===== config.mk =====
export PLATFORM = sky130hd
export DESIGN_NAME = counting_semaphore_wait_queue_flat
export DESIGN_NICKNAME = d
export VERILOG_FILES = /design/src/csem_pkg.sv /design/src/csem_if.sv /design/src/csem_cell.sv /design/src/counting_semaphore_wait_queue.sv /design/src/flat_wrapper.sv
export SDC_FILE = /design/constraint.sdc
export NUM_CORES = 1
export LEC_CHECK = 0
export BUFFER_PORTS_ARGS = -buffer_cell sky130_fd_sc_hd__buf_4
export CAP_MARGIN = 15
export CORE_ASPECT_RATIO = 0.8
export CORE_MARGIN = 2
export CORE_UTILIZATION = 60
export DETAILED_ROUTE_END_ITERATION = 12
export PLACE_DENSITY = 0.77
export SYNTH_ARGS = -nofsm -noshare
export SYNTH_HDL_FRONTEND = slang
export SYNTH_SLANG_ARGS = --single-unit

===== constraint.sdc =====
create_clock -name clk -period 4.02 [get_ports clk]
set_clock_uncertainty 0.15 [all_clocks]
set_input_delay 0.402 -clock clk [delete_from_list [all_inputs] [get_ports clk]]
set_output_delay 0.402 -clock clk [all_outputs]
set_load 0.01 [all_outputs]

===== src/csem_pkg.sv =====
// ----------------------------------------------------------------------------
// csem_pkg
// types and constants of the counting semaphore with fifo wait queue
// ----------------------------------------------------------------------------
package csem_pkg;

	localparam int QueueDepth   = 16;
	localparam int ThreadIdBits = 8;
	localparam int CountBits    = 16;
	localparam int InitBits     = 15;

	localparam logic signed [CountBits-1:0] CountMax = 16'sd32767;

	typedef enum logic [1:0] {
		OP_WAIT   = 2'd0,
		OP_SIGNAL = 2'd1,
		OP_CLOSE  = 2'd2,
		OP_OPEN   = 2'd3
	} op_t;

	typedef enum logic [1:0] {
		ST_OK       = 2'd0,
		ST_BLOCKED  = 2'd1,
		ST_CLOSED   = 2'd2,
		ST_OVERFLOW = 2'd3
	} status_t;

	typedef enum logic {
		FSM_IDLE  = 1'b0,
		FSM_DRAIN = 1'b1
	} fsm_t;

	// command broadcast to every queue cell
	typedef struct packed {
		logic push;
		logic pop;
		logic clear;
	} cell_cmd_t;

endpackage


===== src/csem_if.sv =====
// ----------------------------------------------------------------------------
// csem interfaces
// request and response channels with valid/ready handshake
// ----------------------------------------------------------------------------
interface csem_req_if #(
	parameter int ID_BITS = csem_pkg::ThreadIdBits
);
	logic               valid;
	logic               ready;
	csem_pkg::op_t      op;
	logic [ID_BITS-1:0] thread_id;

	modport source (output valid, output op, output thread_id, input ready);
	modport sink (input valid, input op, input thread_id, output ready);
endinterface

interface csem_rsp_if #(
	parameter int ID_BITS = csem_pkg::ThreadIdBits
);
	logic               valid;
	logic               ready;
	csem_pkg::status_t  status;
	logic               woken_valid;
	logic [ID_BITS-1:0] woken_thread;
	logic               last;

	modport source (output valid, output status, output woken_valid, output woken_thread,
		output last, input ready);
	modport sink (input valid, input status, input woken_valid, input woken_thread,
		input last, output ready);
endinterface


===== src/csem_cell.sv =====
// ----------------------------------------------------------------------------
// csem_cell
// one slot of the shifting wait queue; pop moves every entry one slot
// toward the head, push fills the first empty slot behind a full one
// ----------------------------------------------------------------------------
module csem_cell #(
	parameter int ID_BITS = csem_pkg::ThreadIdBits
) (
	input  logic                clk,
	input  logic                arst_n,
	input  csem_pkg::cell_cmd_t cmd,
	input  logic [ID_BITS-1:0]  push_id,
	input  logic                prev_valid,
	input  logic                next_valid,
	input  logic [ID_BITS-1:0]  next_id,
	output logic                valid,
	output logic [ID_BITS-1:0]  id
);
	import csem_pkg::*;

	logic               valid_q;
	logic [ID_BITS-1:0] id_q;
	logic               take_push;

	assign take_push = cmd.push && prev_valid && !valid_q;

	always_ff @(posedge clk or negedge arst_n) begin
		if (!arst_n) begin
			valid_q <= 1'b0;
		end else if (cmd.clear) begin
			valid_q <= 1'b0;
		end else if (cmd.pop) begin
			valid_q <= next_valid;
		end else if (take_push) begin
			valid_q <= 1'b1;
		end
	end

	always_ff @(posedge clk) begin
		if (cmd.pop) begin
			id_q <= next_id;
		end else if (take_push) begin
			id_q <= push_id;
		end
	end

	assign valid = valid_q;
	assign id    = id_q;
endmodule


===== src/counting_semaphore_wait_queue.sv =====
// ----------------------------------------------------------------------------
// counting_semaphore_wait_queue
// counting semaphore with a fifo of blocked thread ids held in a row of cells
// ----------------------------------------------------------------------------
// channel  dir  payload                                        handshake
// req      in   op, thread_id                                  valid/ready
// rsp      out  status, woken_valid, woken_thread, last        valid/ready
// cfg      in   cfg_data (initial_count)                       cfg_we
//
// wait, signal and open each give one response
// close gives one response per queued waiter, or a single one when none wait
// a request enters only when the response slot is empty or being taken
// a stalled rsp holds the slot; requests are refused during a close drain
// reset clears count, closed flag, queue and initial_count
module counting_semaphore_wait_queue #(
	parameter int QUEUE_DEPTH    = csem_pkg::QueueDepth,
	parameter int THREAD_ID_BITS = csem_pkg::ThreadIdBits
) (
	input  logic                            clk,
	input  logic                            arst_n,
	csem_req_if.sink                        req,
	csem_rsp_if.source                      rsp,
	input  logic                            cfg_we,
	input  logic [csem_pkg::InitBits-1:0]   cfg_data
);
	import csem_pkg::*;

	fsm_t                            state_q, state_d;
	logic signed [CountBits-1:0]     count_q, count_d, count_inc;
	logic                            closed_q, closed_d;
	logic [InitBits-1:0]             init_q;

	logic                            rsp_valid_q;
	status_t                         rsp_status_q;
	logic                            rsp_woken_valid_q;
	logic [THREAD_ID_BITS-1:0]       rsp_woken_thread_q;
	logic                            rsp_last_q;

	cell_cmd_t                       cmd;
	logic                            slot_free, acc, drain_step;
	logic                            emit, e_wv, e_last;
	status_t                         e_status;
	logic [THREAD_ID_BITS-1:0]       e_wid;

	logic [QUEUE_DEPTH-1:0]          cell_valid;
	logic [THREAD_ID_BITS-1:0]       cell_id [QUEUE_DEPTH];

	// wait queue chain, cell 0 is the head
	for (genvar i = 0; i < QUEUE_DEPTH; i++) begin : g_cell
		logic                      prev_v;
		logic                      next_v;
		logic [THREAD_ID_BITS-1:0] next_id;

		if (i == 0) begin : g_head
			assign prev_v = 1'b1;
		end else begin : g_body
			assign prev_v = cell_valid[i-1];
		end
		if (i == QUEUE_DEPTH - 1) begin : g_tail
			assign next_v  = 1'b0;
			assign next_id = '0;
		end else begin : g_link
			assign next_v  = cell_valid[i+1];
			assign next_id = cell_id[i+1];
		end

		csem_cell #(
			.ID_BITS(THREAD_ID_BITS)
		) u_cell (
			.clk        (clk),
			.arst_n     (arst_n),
			.cmd        (cmd),
			.push_id    (req.thread_id),
			.prev_valid (prev_v),
			.next_valid (next_v),
			.next_id    (next_id),
			.valid      (cell_valid[i]),
			.id         (cell_id[i])
		);
	end

	assign slot_free  = !rsp_valid_q || rsp.ready;
	assign req.ready  = (state_q == FSM_IDLE) && slot_free;
	assign acc        = req.valid && req.ready;
	assign drain_step = (state_q == FSM_DRAIN) && slot_free;
	assign count_inc  = (count_q != CountMax) ? count_q + 16'sd1 : count_q;

	// next state
	always_comb begin
		state_d = state_q;
		unique case (state_q)
			FSM_IDLE: begin
				if (acc && req.op == OP_CLOSE && cell_valid[0]) begin
					state_d = FSM_DRAIN;
				end
			end
			FSM_DRAIN: begin
				if (drain_step && !cell_valid[1]) begin
					state_d = FSM_IDLE;
				end
			end
			default: state_d = FSM_IDLE;
		endcase
	end

	// actions and response
	always_comb begin
		cmd      = '0;
		emit     = 1'b0;
		e_status = ST_OK;
		e_wv     = 1'b0;
		e_wid    = '0;
		e_last   = 1'b1;
		count_d  = count_q;
		closed_d = closed_q;
		if (acc) begin
			emit = 1'b1;
			unique case (req.op)
				OP_WAIT: begin
					if (closed_q) begin
						e_status = ST_CLOSED;
					end else if (count_q > 16'sd0) begin
						count_d = count_q - 16'sd1;
					end else if (cell_valid[QUEUE_DEPTH-1]) begin
						e_status = ST_OVERFLOW;
					end else begin
						count_d  = count_q - 16'sd1;
						cmd.push = 1'b1;
						e_status = ST_BLOCKED;
					end
				end
				OP_SIGNAL: begin
					if (closed_q) begin
						e_status = ST_CLOSED;
					end else begin
						count_d = count_inc;
						if (count_inc <= 16'sd0 && cell_valid[0]) begin
							cmd.pop = 1'b1;
							e_wv    = 1'b1;
							e_wid   = cell_id[0];
						end
					end
				end
				OP_CLOSE: begin
					closed_d = 1'b1;
					emit     = !cell_valid[0];
				end
				OP_OPEN: begin
					count_d   = signed'({1'b0, init_q});
					closed_d  = 1'b0;
					cmd.clear = 1'b1;
				end
				default: ;
			endcase
		end
		if (drain_step) begin
			cmd.pop = 1'b1;
			emit    = 1'b1;
			e_wv    = 1'b1;
			e_wid   = cell_id[0];
			e_last  = !cell_valid[1];
		end
	end

	always_ff @(posedge clk or negedge arst_n) begin
		if (!arst_n) begin
			state_q     <= FSM_IDLE;
			count_q     <= '0;
			closed_q    <= 1'b0;
			init_q      <= '0;
			rsp_valid_q <= 1'b0;
		end else begin
			state_q  <= state_d;
			count_q  <= count_d;
			closed_q <= closed_d;
			if (cfg_we) begin
				init_q <= cfg_data;
			end
			if (emit) begin
				rsp_valid_q <= 1'b1;
			end else if (rsp.ready) begin
				rsp_valid_q <= 1'b0;
			end
		end
	end

	always_ff @(posedge clk) begin
		if (emit) begin
			rsp_status_q       <= e_status;
			rsp_woken_valid_q  <= e_wv;
			rsp_woken_thread_q <= e_wid;
			rsp_last_q         <= e_last;
		end
	end

	assign rsp.valid        = rsp_valid_q;
	assign rsp.status       = rsp_status_q;
	assign rsp.woken_valid  = rsp_woken_valid_q;
	assign rsp.woken_thread = rsp_woken_thread_q;
	assign rsp.last         = rsp_last_q;
endmodule


===== src/flat_wrapper.sv =====
// flat-port wrapper written by rule: the top's interface ports become plain ports
module counting_semaphore_wait_queue_flat import csem_pkg::*;
#(
	parameter int QUEUE_DEPTH    = csem_pkg::QueueDepth,
	parameter int THREAD_ID_BITS = csem_pkg::ThreadIdBits
)
  (clk, arst_n, cfg_we, cfg_data, req_valid, req_op, req_thread_id, req_ready, rsp_valid, rsp_status, rsp_woken_valid, rsp_woken_thread, rsp_last, rsp_ready);
  csem_req_if req_i ();
  csem_rsp_if rsp_i ();
  input  logic clk;
  input  logic arst_n;
  input  logic cfg_we;
  input  logic [csem_pkg::InitBits-1:0] cfg_data;
  input wire logic [$bits(req_i.valid)-1:0] req_valid;
  input wire logic [$bits(req_i.op)-1:0] req_op;
  input wire logic [$bits(req_i.thread_id)-1:0] req_thread_id;
  output wire logic [$bits(req_i.ready)-1:0] req_ready;
  output wire logic [$bits(rsp_i.valid)-1:0] rsp_valid;
  output wire logic [$bits(rsp_i.status)-1:0] rsp_status;
  output wire logic [$bits(rsp_i.woken_valid)-1:0] rsp_woken_valid;
  output wire logic [$bits(rsp_i.woken_thread)-1:0] rsp_woken_thread;
  output wire logic [$bits(rsp_i.last)-1:0] rsp_last;
  input wire logic [$bits(rsp_i.ready)-1:0] rsp_ready;
  assign req_i.valid = req_valid;
  assign req_i.op = req_op;
  assign req_i.thread_id = req_thread_id;
  assign req_ready = req_i.ready;
  assign rsp_valid = rsp_i.valid;
  assign rsp_status = rsp_i.status;
  assign rsp_woken_valid = rsp_i.woken_valid;
  assign rsp_woken_thread = rsp_i.woken_thread;
  assign rsp_last = rsp_i.last;
  assign rsp_i.ready = rsp_ready;
  counting_semaphore_wait_queue #(.QUEUE_DEPTH(QUEUE_DEPTH), .THREAD_ID_BITS(THREAD_ID_BITS)) u_core (.clk(clk), .arst_n(arst_n), .req(req_i), .rsp(rsp_i), .cfg_we(cfg_we), .cfg_data(cfg_data));
endmodule

* Yosys cells after proc, flatten, opt, wreduce, memory -nomap -nowiden
Index checks and enable logic that the tools add are counted.
Storage, ports and cells: register bits after elaboration 190, bits in latches 0, memory bits (writable) 0, memory bits (read-only) 0, input bits 30, output and inout bits 14, memories kept 0
Operators by class: $add $sub $neg 2, multipliers 0, div/mod/pow operators 0, order comparisons 2, equal/unequal tests 7, shift operators 0, mux-type cells 114, bitwise gates (word level) 1, reduce and logical (&&, ||, !) cells 93
Operators by type and width (count):
- 8-bit two-way mux | 35
- 16-bit two-way mux | 5
- 1-bit two-way mux | 65
- 3-bit nonzero test | 17
- 16-bit one-hot mux with 3 select lines | 1
- 1-bit logical AND | 38
- 2-bit nonzero test | 17
- 1-bit zero test | 17
- 16-bit by 2-bit adder with 16-bit output, second input constant | 1
- 16-bit by 1-bit greater-than comparator with 1-bit output, second input constant | 1
- 16-bit by 1-bit <= comparator with 1-bit output, second input constant | 1
- 16-bit != test, second input constant | 1
- 16-bit by 2-bit subtractor with 16-bit output, second input constant | 1
- 2-bit two-way mux | 4
- 5-bit AND reduction | 1
- 2-bit == test, second input constant | 2
- 2-bit != test, second input constant | 2
- 1-bit one-hot mux with 2 select lines | 2
- 2-bit one-hot mux with 2 select lines | 1
- 3-bit two-way mux | 1
- 3-bit by 2-bit != test with 1-bit output, second input constant | 1
- 2-bit by 1-bit == test with 1-bit output, second input constant | 1
- 2-bit zero test | 1
- 2-bit AND reduction | 1
- other kinds (2) | 2

* Logic depth before layout (Yosys ltp)
Gate-level depths: netlist (run 1).
depth in word-level cells 13, mapped depth 12, mapped depth without buffers 9

* By module
From an unflattened synthesis (run 1), not the netlist that was laid out.
Unflattened totals: cells, all modules 719, area, all modules 9579.2 µm²
By module, submodules not included:
- csem_cell | instances 16, cells an instance 23, area an instance 402.9 µm²
- counting_semaphore_wait_queue | instances 1, cells an instance 351, area an instance 3133.0 µm²

* Worst setup path after synthesis (run 1)
Ideal clock, no wire load.
kind register -> register, start register u_core.count_q[0], end register u_core.g_cell[0].u_cell.id_q[0], enable pin, arrival time 2.681 ns, path slack 0.863 ns, cell stages (with the launch flop) 12, path buffers 3, period minus slack after synthesis 3.157 ns, cell sequence dfrtp_1 > ha_1 > nand3_1 > nor4_4 > nor3_2 > or3_1 > a211oi_2 > a31o_1 > buf_6 > buf_12 > buf_2 > a21o_1
On the way: cells in the longest elaborated chain, start to end 10, elaborated cells between the ends (all ways) 16
Ends and longest elaborated chain:
- start: declaration | line counting_semaphore_wait_queue.sv:29 | logic signed [CountBits-1:0] count_q, count_d, count_inc;
- start signal: assignment | line counting_semaphore_wait_queue.sv:174 | count_q <= count_d;
- 16-bit by 2-bit adder with 16-bit output or 16-bit != test (tied branches) | line counting_semaphore_wait_queue.sv:86 | assign count_inc = (count_q != CountMax) ? count_q + 16'sd1 : count_q;
- 16-bit two-way mux | line counting_semaphore_wait_queue.sv:86
- 16-bit by 1-bit <= comparator with 1-bit output | line counting_semaphore_wait_queue.sv:137 | if (count_inc <= 16'sd0 && cell_valid[0]) begin
- 1-bit logical AND | line counting_semaphore_wait_queue.sv:137
- 1-bit two-way mux | line counting_semaphore_wait_queue.sv:137
- 1-bit two-way mux | line counting_semaphore_wait_queue.sv:133 | if (closed_q) begin
- 1-bit two-way mux | line counting_semaphore_wait_queue.sv:118 | unique case (req.op)
- 3-bit two-way mux * | line counting_semaphore_wait_queue.sv:116 | if (acc) begin
- 1-bit two-way mux | line counting_semaphore_wait_queue.sv:156 | if (drain_step) begin
- 2-bit nonzero test (no line) *
- end signal: assignment | line csem_cell.sv:41 | id_q <= next_id;
- end signal: assignment | line csem_cell.sv:43 | id_q <= push_id;
- end: declaration | line csem_cell.sv:22 | logic [ID_BITS-1:0] id_q;
Every way passes the cells marked *; elsewhere a longest branch is shown, timed or not. A chain may end at the register's enable or synchronous reset.

* Worst setup path after layout (run 1)
start register u_core.count_q[0], end register u_core.g_cell[0].u_cell.id_q[5], enable pin
Same word-level chain as after synthesis.

==> summary.md, run 1 <==
Setup violations remaining at the end of the flow were counted as 0. The logs give 4 for the number of H-tree branching levels and 41 for the number of rows created at floorplan. After detailed routing, the number of vias per cell comes to 6.04.

For the wire length on met1, the log shows 8.96 mm. The part of the cycle the worst path needs is 93.5%, and the post-synthesis net count is 777. For the finished layout, the period the worst path requires is 3760 ps.

STA puts the critical path data required time at 3980 ps. After the last flow step, the layout net total stands at 790. The tree is rooted in a clkbuf_16.

The logs give 0 for the total setup buffers inserted after CTS and 17 for the clock buffer count from CTS. The logs give 0 for the total count of hold-check failures in the final report and 266 MHz for the highest achievable clock rate. After detailed routing, no signal wire sits above met4.

Worst min-delay path category: in2reg. Total global routing overflow: 0. After legalization and detailed placement, the total HPWL measured 12.8 mm. In the synthesized netlist, the number of instances is 744.

The area growth from synthesis to layout is 9.30%. 44 I/O pins were placed. The logs give 3.95 nW for the static leakage and 0 for the antenna cell count.

The tools report the starting density of the core as 61.5%. The run finished with clean final reports. The tool flagged a number of max-cap violations equal to 0. Along the worst path, the maximum fanout reaches 55. The number of iterations in the first detailed-routing pass came out at 5. The most used flip-flop cell after synthesis is edfxtp_1. Summing the sequential cell areas from Yosys gives 55.3% of the chip area.

The remaining antenna violation count after routing is 0, and the worst IR drop on VDD is 0.318 mV. After floorplanning, the core was sized to cover 15800 sq um. The run gives 60 as the count of unique library cells instantiated by Yosys. The first global-routing pass estimated 31.3 mm of wire. The insertion delay of the later-clocked pin in the worst-skew pair is 430 ps. The largest net degree at the start of global routing was 66. Summed over all failing endpoints, the final setup total negative slack is 0 ps. Measured along the x axis, the die boundary spans 146 microns.

The number of global-route vias before repair came out at 5867. The floorplan step defined a die boundary enclosing 17200 sq um. After detailed routing, the met3 layer carries 1.12 mm of wire.

The worst setup path is captured at a flop. In the final layout, the share of cells above drive strength 1 is 32.5%. The run gives 0.945 as the routability-driven placement congestion ratio.

After the first detailed-routing iteration, the DRC count stood at 463. The synthesized area is 9710 sq um, and the sum of routed wire length over all layers is 19.1 mm. The average wire per standard cell is 19.4 microns, and the worst hold slack is 41.6 ps. The run gives 5380 sq um as the storage element area. The count of input and output buffers is 43, and the post-route DRC violation count is 0. The logs give 5947 for the number of vias after detailed routing and 0 for the max-slew violation total from the final report. The clock transition time at the flip-flop clock pins of the worst setup and hold paths is 70 ps. The kind of launch point of the worst setup path is a flop. Wire segments on met2 add up to 8.78 mm in the final route. After synthesis, the share of flip-flops with an asynchronous set or reset is 26.3%.

Number of antenna violations at the first check in global routing: 0. Setup repair after global routing left no endpoint under its margin. The number of enable-type register cells in the synthesized netlist was 132.

The area used by multi-input combinational logic was 3850 sq um. TritonCTS built the clock tree. No sink is reached through more buffers than the 2 on the longest clock path. The post-synthesis register bit count works out to 190. The measured slew at the worst slew-check pin works out to 964 ps. The total of warnings raised by yosys is 0.

The worst relative slew slack came out at 35.6%. In this run the mean area of a mapped cell was 13.1 sq um. The tools report the CTS sink count as 190.

After synthesis, the cell types taking the most area are edfxtp_1 (41%), dfrtp_1 (13%), mux2_4 (11%). Library cell occupying the most area in the post-synthesis netlist: edfxtp_1. Across every metal layer, demand over resource in global routing totals 23.2%.

The setup path with the least slack is of type reg2reg. The floorplan step set the die height to 118 microns. The number of filler instances in the final layout is 1160, and the endpoint arrival time on the critical path is 3720 ps. Power spread over the standard cell area amounts to 482 nW/um^2. In this run the biggest area consumer among cell types represents 40.8% of the synthesized area.
-- per-stage QoR --
step	area [sq um]	total power, mW	setup WS (ps)	cells	utilization [%]
3_5_place_dp	10000	3.48	332	952	63.4
3_3_place_gp	10000	3.45	365	952	63.4
2_1_floorplan	9710	3.23	863	744	-
5_1_grt	10600	5.35	16.7	985	67.2
4_1_cts	10600	5.13	303	985	67.2
6_report	10600	5.11	261	985	67.2
-- where the power goes --
| part | switching (mW) | internal, mW |
|---|---|---|
| combinational | 0.503 | 0.442 |
| sequential | 0.224 | 2.28 |
| clock | 0.781 | 0.879 |
-- sequential cells by signal, indices dropped and copies added (netlist names) --
signal and flops:
u_core.g_cell.u_cell.id 128, u_core.g_cell.u_cell.valid 16, u_core.rsp.status 2, u_core.rsp.valid 1
u_core.state_q 1, u_core.rsp.woken_thread 8, u_core.init_q 15, u_core.closed_q 1
u_core.rsp.woken_valid 1, u_core.count_q 16, u_core.rsp.last 1
-- worst max-delay path: stages (launching register included) --
cell	delay, ps
dfrtp_1	460
ha_1	250
nand3_1	270
nor4_4	600
nor3_2	150
or3_1	350
a211oi_2	260
a31o_4	270
buf_12	340
a21o_1	310
-- Yosys cell counts, types with 15 or more instances --
library cell	n
edfxtp_1	132
clkbuf_1	33
mux2i_1	19
inv_1	23
mux2_2	66
a21o_1	15
nand3_1	23
nor2_1	26
a21oi_1	29
o21ai_0	33
nand2_1	68
mux2_4	71
dfrtp_1	50
-- cell families (layout without fill, tap and decap cells) --
logic type,count (synthesis),in the layout,share of synthesized area [%]
compound gates,124,124,8.32
xor+xnor,6,6,0.541
fa+ha+maj,3,3,0.386
buf+inv,83,109,5.18
flops,190,190,55.3
mux,156,156,20.6
simple gates,182,182,9.65
-- timing repair --
item | 4_1_cts | 5_1_grt
hold endpoints to repair | 50 | 0
hold buffers | 1 | 0
gates resized for setup | 0 | 0
-- cell type report --
| class | instances | area share [%] |
|---|---|---|
| repair buffers | 54 | 4.31 |
| clock inverters | 15 | 1.47 |
| clock buffers | 17 | 4.01 |
| well taps | 215 | 2.53 |
| multi-input cells | 471 | 36.2 |
| inverters | 23 | 0.813 |
| flip-flops and latches | 190 | 50.6 |
-- layer usage --
| metal | GRT usage (%) | vias to the layer above |
|---|---|---|
| met3 | 5.27 | 21 |
| met5 | 0 | - |
| li1 | - | 2784 |
| met4 | 6.31 | 0 |
| met1 | 34.2 | 2962 |
| met2 | 35.1 | 180 |
-- final timing paths --
path | startpoint | to | slack, ps | cells past startpoint
max | u_core.count_q[0] | u_core.g_cell[0].u_cell.id[5] | 260 | 9
min | req_valid | u_core.rsp.valid | 40 | 3
max reg2reg | u_core.count_q[0] | u_core.g_cell[0].u_cell.id[5] | 260 | 9
min reg2reg | u_core.g_cell[15].u_cell.id[6] | u_core.g_cell[15].u_cell.id[6] | 310 | 2
max in group asynchronous | arst_n | u_core.count_q[11] | 2870 | 2
min in group asynchronous | arst_n | u_core.init_q[3] | 390 | 2
-- cells in the final DEF, fill, tap and decap left out, drive strengths merged, types with 7 or more instances in the layout --
master    n
and2      9
clkbuf   17
nor2     26
a21o     15
nand2    68
mux2    137
dfxtp     8
o21ai    33
inv      31
nor3     13
nor4      9
buf      53
nand3    23
dfrtp    50
a21oi    30
a31o     15
mux2i    19
edfxtp  132
a31oi     7
Note: power is estimated with default switching activity, not from simulation.
==> run 2, diff against run 1 <==
Settings changed: ABC_AREA from default to 1, TNS_END_PERCENT from default to 50.
==> run 2 against run 1 <==
Design area shrank 8.5%. Critical path type unchanged. Highest routed layer unchanged. Combinational power rose by 120%. Critical path depth is 7 higher. Largest cell class unchanged. Area after synthesis decreased by 9.9%. Flip-flop and latch count did not move. Clock power decreased by 3%. First-iteration DRC count rose by 66%. Non-clock buffer count down 2.
==> summary.md, run 2 <==
The horizontal die dimension was 139 microns. Entering global routing, the biggest net connects 89 pins. Registers take 5380 sq um. The worst setup path is of the reg2reg kind. The commonest cells after synthesis are nand2_1 (387), edfxtp_1 (132), inv_1 (71), nor2_1 (71), nand3_1 (55). Compared with the post-synthesis result, the final layout area differs by 10.9%. In the synthesized netlist the dominant register cell turns out to be edfxtp_1. The post-synthesis register bit count was 190. Counting every sink on the clock net gives 190. For the total setup buffers inserted after CTS, the log shows 0. The tools report the deepest clock path buffer count as 2. The register with the most flip-flops in the layout has 128 of them. The total setup violations reported at the end of the flow is 0. The kind of launch point of the worst setup path is a flop. The worst setup path is captured at a flop.

In this run, the number of DRC markers left after iteration 0 of detailed routing was 767. Setup repair after global routing left no endpoint under its margin. The first global-routing pass estimated 31.9 mm of wire. The library cell used most frequently in the layout, excluding fill and tap cells, is nand2_1. The total count of hold-check failures in the final report is 0.

Static timing analysis puts the maximum clock frequency at 284 MHz. After routing, the total negative slack on setup checks comes to 0 ps. The worst IR drop on VDD was 0.429 mV. The first TritonRoute pass finished after 5 iterations. The layout has 1071 filler cells. The tools report the routability-driven placement congestion ratio as 0.921. Summed over all nets, the switching power comes to 2.58 mW. The netlist uses 35 different library cells. Clock buffer count from CTS: 17.

The share of synthesized registers carrying an async set or reset came out at 26.3%. The top cell types in the final layout, fill and taps aside, are nand2_1 (387), edfxtp_1 (132), inv_1 (72), nor2_1 (71), nand3_1 (55). The required time at the endpoint of the critical path is 4040 ps, and the placeable core area is 14200 sq um.

Of the cells placed in the final design, the portion with a size suffix greater than 1 is 10.5%. The run gives 44 as the I/O pin total. Along the worst path, the maximum fanout reaches 38. The run finished with clean final reports. The detailed router placed 6466 vias in this run.

The area share of the largest cell type after synthesis was 45.3%. The internal power of the cells totals 4.37 mW. For the pin with the worst max-slew slack, the measured transition is 736 ps. The worst hold path was traced through 3 stages.

The per-cell via count in the routed design is 5.46. Data arrives at the worst endpoint at 3540 ps. The number of antenna violations at the first check in global routing is 0, and the areal power density over the cells is 716 nW/um^2. The number of global-route vias before repair was 6147. The path class of the tightest hold or removal check is in2reg. Yosys mapped a number of flops with a built-in enable equal to 132. Insertion delay of the later-clocked pin in the worst-skew pair: 440 ps. The starting density of the core was 61.4%. The sum of routed wire length over all layers is 19.2 mm. The total global routing overflow is 0. The final critical path takes up 87.6% of the cycle. TritonCTS built the clock tree.

The max-slew violation total from the final report was 0; the number of maximum-capacitance violations was 0. The number of instances in the synthesized netlist is 956. The clock transition time at the flip-flop clock pins of the worst setup and hold paths is 70 ps. Among all cell types in the netlist, the one instantiated most often is nand2_1.

The area used by multi-input combinational logic is 2860 sq um, and the sequential element share of the synthesized area is 61.4%. Yosys attributes the largest share of cell area to edfxtp_1 (45%), nand2_1 (17%), dfrtp_1 (14%). Global routing used 26.6% of the available tracks across all layers.

In this run the vertical extent of the chip is 112 microns. The count of buffers added on input and output ports is 43. The antenna cell count was 0. The average wire per standard cell is 16.2 microns. The synthesized area was 8750 sq um. Combinational logic burns 30.1% of the power. The worst relative slew slack is 50.8%. Net switching is 37.2% of the power. The tools report the number of rows created at floorplan as 39. The tools report the placed cell area as 9120 sq um. Summed over all instances, the cell type with the most area after synthesis is edfxtp_1.

During synthesis, Yosys emitted a total of 0 warnings. The synthesized area per cell was 9.16 sq um. The clock network is responsible for 23.2% of the overall power.

The cell sitting at the root of the clock tree is a clkbuf_16. The post-synthesis net count is 989. The H-tree generated during clock tree synthesis spans 4 levels. The routed design could run at a clock period as short as 3520 ps. Counting cells, the worst reg-to-reg path comes to 16. The post-route DRC violation count is 0. Registers are responsible for 46.7% of the overall power. The analysis attributes to cell leakage a power of 4.22 nW. Detailed placement finished with a half-perimeter wire length of 13.4 mm.

The worst hold slack was 15.0 ps; the remaining antenna violation count after routing was 0. The run gives 1020 as the final net count. The run gives 6.95 mW as the post-layout total power.

At the end of the flow the core is filled with cells to 68.2%. Summing all non-filler instances in the final layout gives an area of 9710 sq um. The floorplan step defined a die boundary enclosing 15600 sq um.
-- run 2: cell families after synthesis --
family / count (synthesis) / synth area share (%)
multiplexers: 4 / 0.515
flip-flops: 190 / 61.4
adder cells (fa/ha/maj): 3 / 0.429
XOR/XNOR: 7 / 0.700
AO/OA/AOI/OAI: 92 / 5.55
AND/OR/NAND/NOR: 546 / 25.3
buffers and inverters: 114 / 6.06
-- run 2: final cells by class --
class                      count  share of cell area (%)
timing repair buffer          52                    4.20
multi-input combinational    652                    29.4
sequential                   190                    55.4
tap                          184                    2.37
inverter                      74                    2.89
clock inverter                14                    1.25
clock buffer                  18                    4.52
-- run 2: per-stage QoR --
stage          setup WS (ps)  cells
2_1_floorplan           1430    956
3_3_place_gp             412   1150
3_5_place_dp             425   1150
4_1_cts                  415   1183
5_1_grt                  190   1184
6_report                 498   1184
-- run 2: path summary, 6_finish.rpt --
check / from / slack [ps] / end
max in group asynchronous: arst_n / 2850 / u_core.g_cell[1].u_cell.valid
min: cfg_data[11] / 20 / u_core.init_q[11]
min reg2reg: u_core.g_cell[15].u_cell.id[6] / 310 / u_core.g_cell[15].u_cell.id[6]
min in group asynchronous: arst_n / 400 / u_core.init_q[13]
max: u_core.count_q[0] / 500 / u_core.g_cell[5].u_cell.id[1]
max reg2reg: u_core.count_q[0] / 500 / u_core.g_cell[5].u_cell.id[1]
-- run 2: what timing repair did --
item / in CTS / in global routing
hold buffers: 1 / 1
endpoints found under the hold margin: 50 / 1
endpoints found under the setup margin: 0 / 2
resized for setup: 0 / 1
-- run 2: worst max-delay path, cell delays in order, from the launching register on --
cell     delay, ps
dfrtp_1        500
ha_1           260
nand3_1        170
nor2_1         290
nand3_1        110
nand2_1         70
nand3_1        110
nor2_1         130
nand2_1         70
nor2_1         160
nand2_1         90
nand2_2         80
nand2_4        140
nand2_8        270
inv_4          190
nand2_2        300
nand2_1        120
-- run 2: per-layer routing --
layer | vias to the layer above | global-route usage (%) | wire length, microns
met2 | 251 | 37.5 | 8010
li1 | 3182 | - | -
met1 | 3012 | 40.4 | 9390
met4 | 0 | 6.87 | 221
met3 | 21 | 8.36 | 1620
met5 | - | 0 | 0
-- run 2: power by group through the flow --
stage / Clock [mW] / Combinational, mW / Sequential [mW]
2_1_floorplan: 0 / 1.58 / 3.19
3_3_place_gp: 0 / 2.03 / 3.26
3_5_place_dp: 0 / 2.07 / 3.28
4_1_cts: 1.63 / 2.08 / 3.24
5_1_grt: 1.71 / 2.40 / 3.31
6_report: 1.61 / 2.09 / 3.25
==> run 3, diff against run 2 <==
Settings changed: SYNTH_HIERARCHICAL from default to 1.
==> run 3 against run 2 <==
Global-route usage decreased by 1.0 points. Total power increased by 11%. Core utilization increased by 0.85 points. Sequential power increased by 4%. Non-clock buffer count increased by 6. Count of clock-buffer cells in the layout increased by 2. Worst hold slack improved by 12 ps. Fmax decreased by 7.6%. Sequential share of layout area decreased by 5.8 points. Final cell count increased by 17%.
==> summary.md, run 3 <==
Clock latency on the worst-skew pair, taken at its later pin, is 430 ps. The post-synthesis register bit count was 190; the clock buffer count from CTS was 17. In this run the number of H-tree levels came out at 4.

The logs give 0 for the number of antenna violations at the first check in global routing and 0 ps for the accumulated negative setup slack. For the number of global-route vias before repair, the log shows 6797. The Yosys step of the flow raised 6 warnings. Remaining antenna violation count after routing: 0. The max-slew violation total from the final report was 0. Sequential cells were found to cover 55.1% of the synthesized design area. Static timing analysis puts the maximum clock frequency at 262 MHz.

TritonCTS built the clock tree. The tools report the total global routing overflow as 0. The I/O pin total was 44.

The wire-length estimate of the detail-placed layout is 14.4 mm. Setup violations remaining at the end of the flow were counted as 0. In the synthesized netlist the dominant register cell turns out to be edfxtp_1.

Synthesis produced 1104 cells. The analysis attributes to net switching a power of 2.85 mW. Dividing the detail-routed wire length by the instance count gives 15.4 microns. The startpoint of the lowest-slack register-to-register path was u_core/count_q[0]. Cell with the most instances after synthesis: nand2_1. The switching part of the total works out to 36.8%.

The final critical path time including I/O delays and setup is 3810 ps. Summed over all instances, the cell type with the most area after synthesis is edfxtp_1. Clock-pin slew was measured on the worst setup and hold paths at 70 ps. The tools report the total setup buffers inserted after CTS as 0. The count of unique library cells instantiated by Yosys was 44; the measured slew at the worst slew-check pin was 734 ps.

No sink is reached through more buffers than the 2 on the longest clock path. The logs give 34.6% for the combinational share of power and 69.0% for the utilization after layout. For the number of iterations in the first detailed-routing pass, the log shows 7. The setup path with the least slack is of type reg2reg.

The logs give 9890 sq um for the synthesized area and 41 for the number of rows created at floorplan. The internal portion of the total power is 4.88 mW. The root buffer cell chosen for the clock tree is clkbuf_16. For this block, the initial DRC count from the detailed router was 990. Input and output buffers added on the ports amount to 43. The worst hold path belongs to the class in2reg. The register with the most flip-flops in the layout has 128 of them.

Share of cells above drive strength 1: 14.5%. The tree built by TritonCTS fans out to 190 sinks. For this run, the total global-route usage over all layers was measured as 25.6%.

For this run, asynchronously set or reset flops after synthesis account for 26.3%. The number of gates resized after CTS was 0. In this run the tightest slew margin relative to its limit is 50.7%. Summed over all layers, the routed wires come to 21.5 mm. Leaving out fill and tap cells, the most frequent cells in the layout are nand2_1 (534), edfxtp_1 (140), inv_1 (99), buf_4 (55), dfrtp_1 (50). Ranked by instance count, the synthesized netlist is headed by nand2_1 (535), edfxtp_1 (140), inv_1 (99). Largest net degree at the start of global routing: 51.

The congestion estimate from routability-driven global placement came to 0.984. The die is 148 microns wide. Of the available clock period, the critical path in the final layout requires 94.9%. The static leakage is 5.15 nW, and the areal power density over the cells is 702 nW/um^2. The core region is 16000 sq um. The die outline height was 119 microns. The die covers 17500 sq um. STA puts the critical path data required time at 3930 ps. Leaving out fill and tap cells, the most frequent cell in the layout is nand2_1. The initial utilization of the core area, before any placement, comes to 62.0%. For the number of filler instances in the final layout, the log shows 1227.

Start point of the worst min-delay path: cfg_data[11]. Sequential cells burn 43.6% of the power. Setup repair after global routing left no endpoint under its margin.

The tightest hold path in the finished design has a slack of 27.0 ps. For this run, the post-layout net count is 1195. Along the worst path, the maximum fanout reaches 33. After detailed routing, the number of remaining DRC violations is 0.

The per-cell via count in the routed design is 5.29. In this run, the clock network consumes 21.8% of the power. For the number of vias after detailed routing, the log shows 7360. IR analysis of the VDD net gives a maximum drop of 0.287 mV.

Yosys attributes the largest share of cell area to edfxtp_1 (42%), nand2_1 (20%), dfrtp_1 (13%). The synthesized area per cell works out to 8.96 sq um. The flow ran to the end, and the final reports show no timing, DRC or antenna violations.

For the worst setup path, the data arrival time is 3720 ps. The tool flagged a number of max-cap violations equal to 0. From synthesis to final layout, the design area changed by 11.3%. The total count of hold-check failures in the final report came out at 0. The critical path capture point type is a flop. The synthesized design devotes to its leading area cell type 42.5% of total area. Global-route wire length before repair: 34.8 mm.

STA classifies the critical path startpoint as a flop. Tracing the worst setup path back leads to its startpoint at u_core/count_q[0]. Antenna cell count: 0. The count of hold-fix buffers inserted at cts was 1; the number of enable-type register cells in the synthesized netlist was 140.
-- run 3: cell types whose count changed in the layout (fill, tap and decap cells not counted), moves of 9 or more --
cell and delta:
a21oi_1 -16, conb_1 +10, inv_1 +27, inv_8 +14
nand2_1 +147, nand2_2 -9, nand3_1 -29, nand3_2 +16
nor2_1 -35, nor2b_4 +16, o21ai_0 -13, o21ai_1 +14
-- run 3: logic make-up after synthesis --
kind of cell	count (synthesis)	share of synthesized area, %
AOI/OAI and AO/OA	88	5.25
muxes	7	0.797
buffers and inverters	145	8.26
DFF	190	55.1
adders and majority gates	2	0.253
and+or+nand+nor	663	29.6
other	2	0.0759
xor gates and xnor gates	7	0.620
-- run 3: through the flow --
step	power, mW	cells	area (sq um)	setup slack (ps)
after floorplan	5.38	1112	9920	183
after global placement	5.95	1358	10400	429
after detailed placement	6.02	1358	10400	295
after CTS	7.72	1391	11000	273
after global routing	8.20	1391	11000	6.62
final	7.72	1391	11000	206
-- run 3: worst paths after layout --
check	end	slack, ps	cells after the start
worst max-delay path	u_core/g_cell[3].u_cell/id[5]	210	15
worst min-delay path	u_core/init_q[11]	30	3
worst max register to register	u_core/g_cell[3].u_cell/id[5]	210	15
worst min register to register	u_core/init_q[14]	360	1
max in group asynchronous	u_core/g_cell[5].u_cell/valid	2870	2
min in group asynchronous	u_core/count_q[14]	400	2
-- run 3: per-layer routing --
metal	share of wire (%)	track usage, %
met1	46	38.5
met2	45	37.6
met3	9.0	6.17
met4	0.69	6.07
met5	0	0
-- run 3: power groups by stage --
stage	logic, mW	clock network [mW]	registers [mW]
after global routing	2.99	1.78	3.43
after CTS	2.65	1.71	3.36
after floorplan	2.10	0	3.28
after global placement	2.56	0	3.39
final	2.67	1.69	3.37
after detailed placement	2.64	0	3.39
-- run 3: area by class of cell --
type                    count  area (sq um)  area share (%)
repair buffers             58           463            4.21
well taps                 215           269            2.44
clock buffers              20           457            4.15
clock inverters            12           134            1.22
multi-input cells         777          3660            33.3
flip-flops and latches    190          5460            49.6
inverters                 119           567            5.15
-- run 3: worst max-delay path, cell delays in order, from the launching register on --
cell and delay [ps]:
dfrtp_1 440, ha_1 310, nand2_1 140, nor2_4 60
nand2_4 130, inv_1 50, nand2_1 300, nand3_1 170
nor2_1 140, nand3_1 130, o21bai_4 230, nand2_4 160
nand2_4 260, buf_12 290, inv_8 70, o21ai_1 400
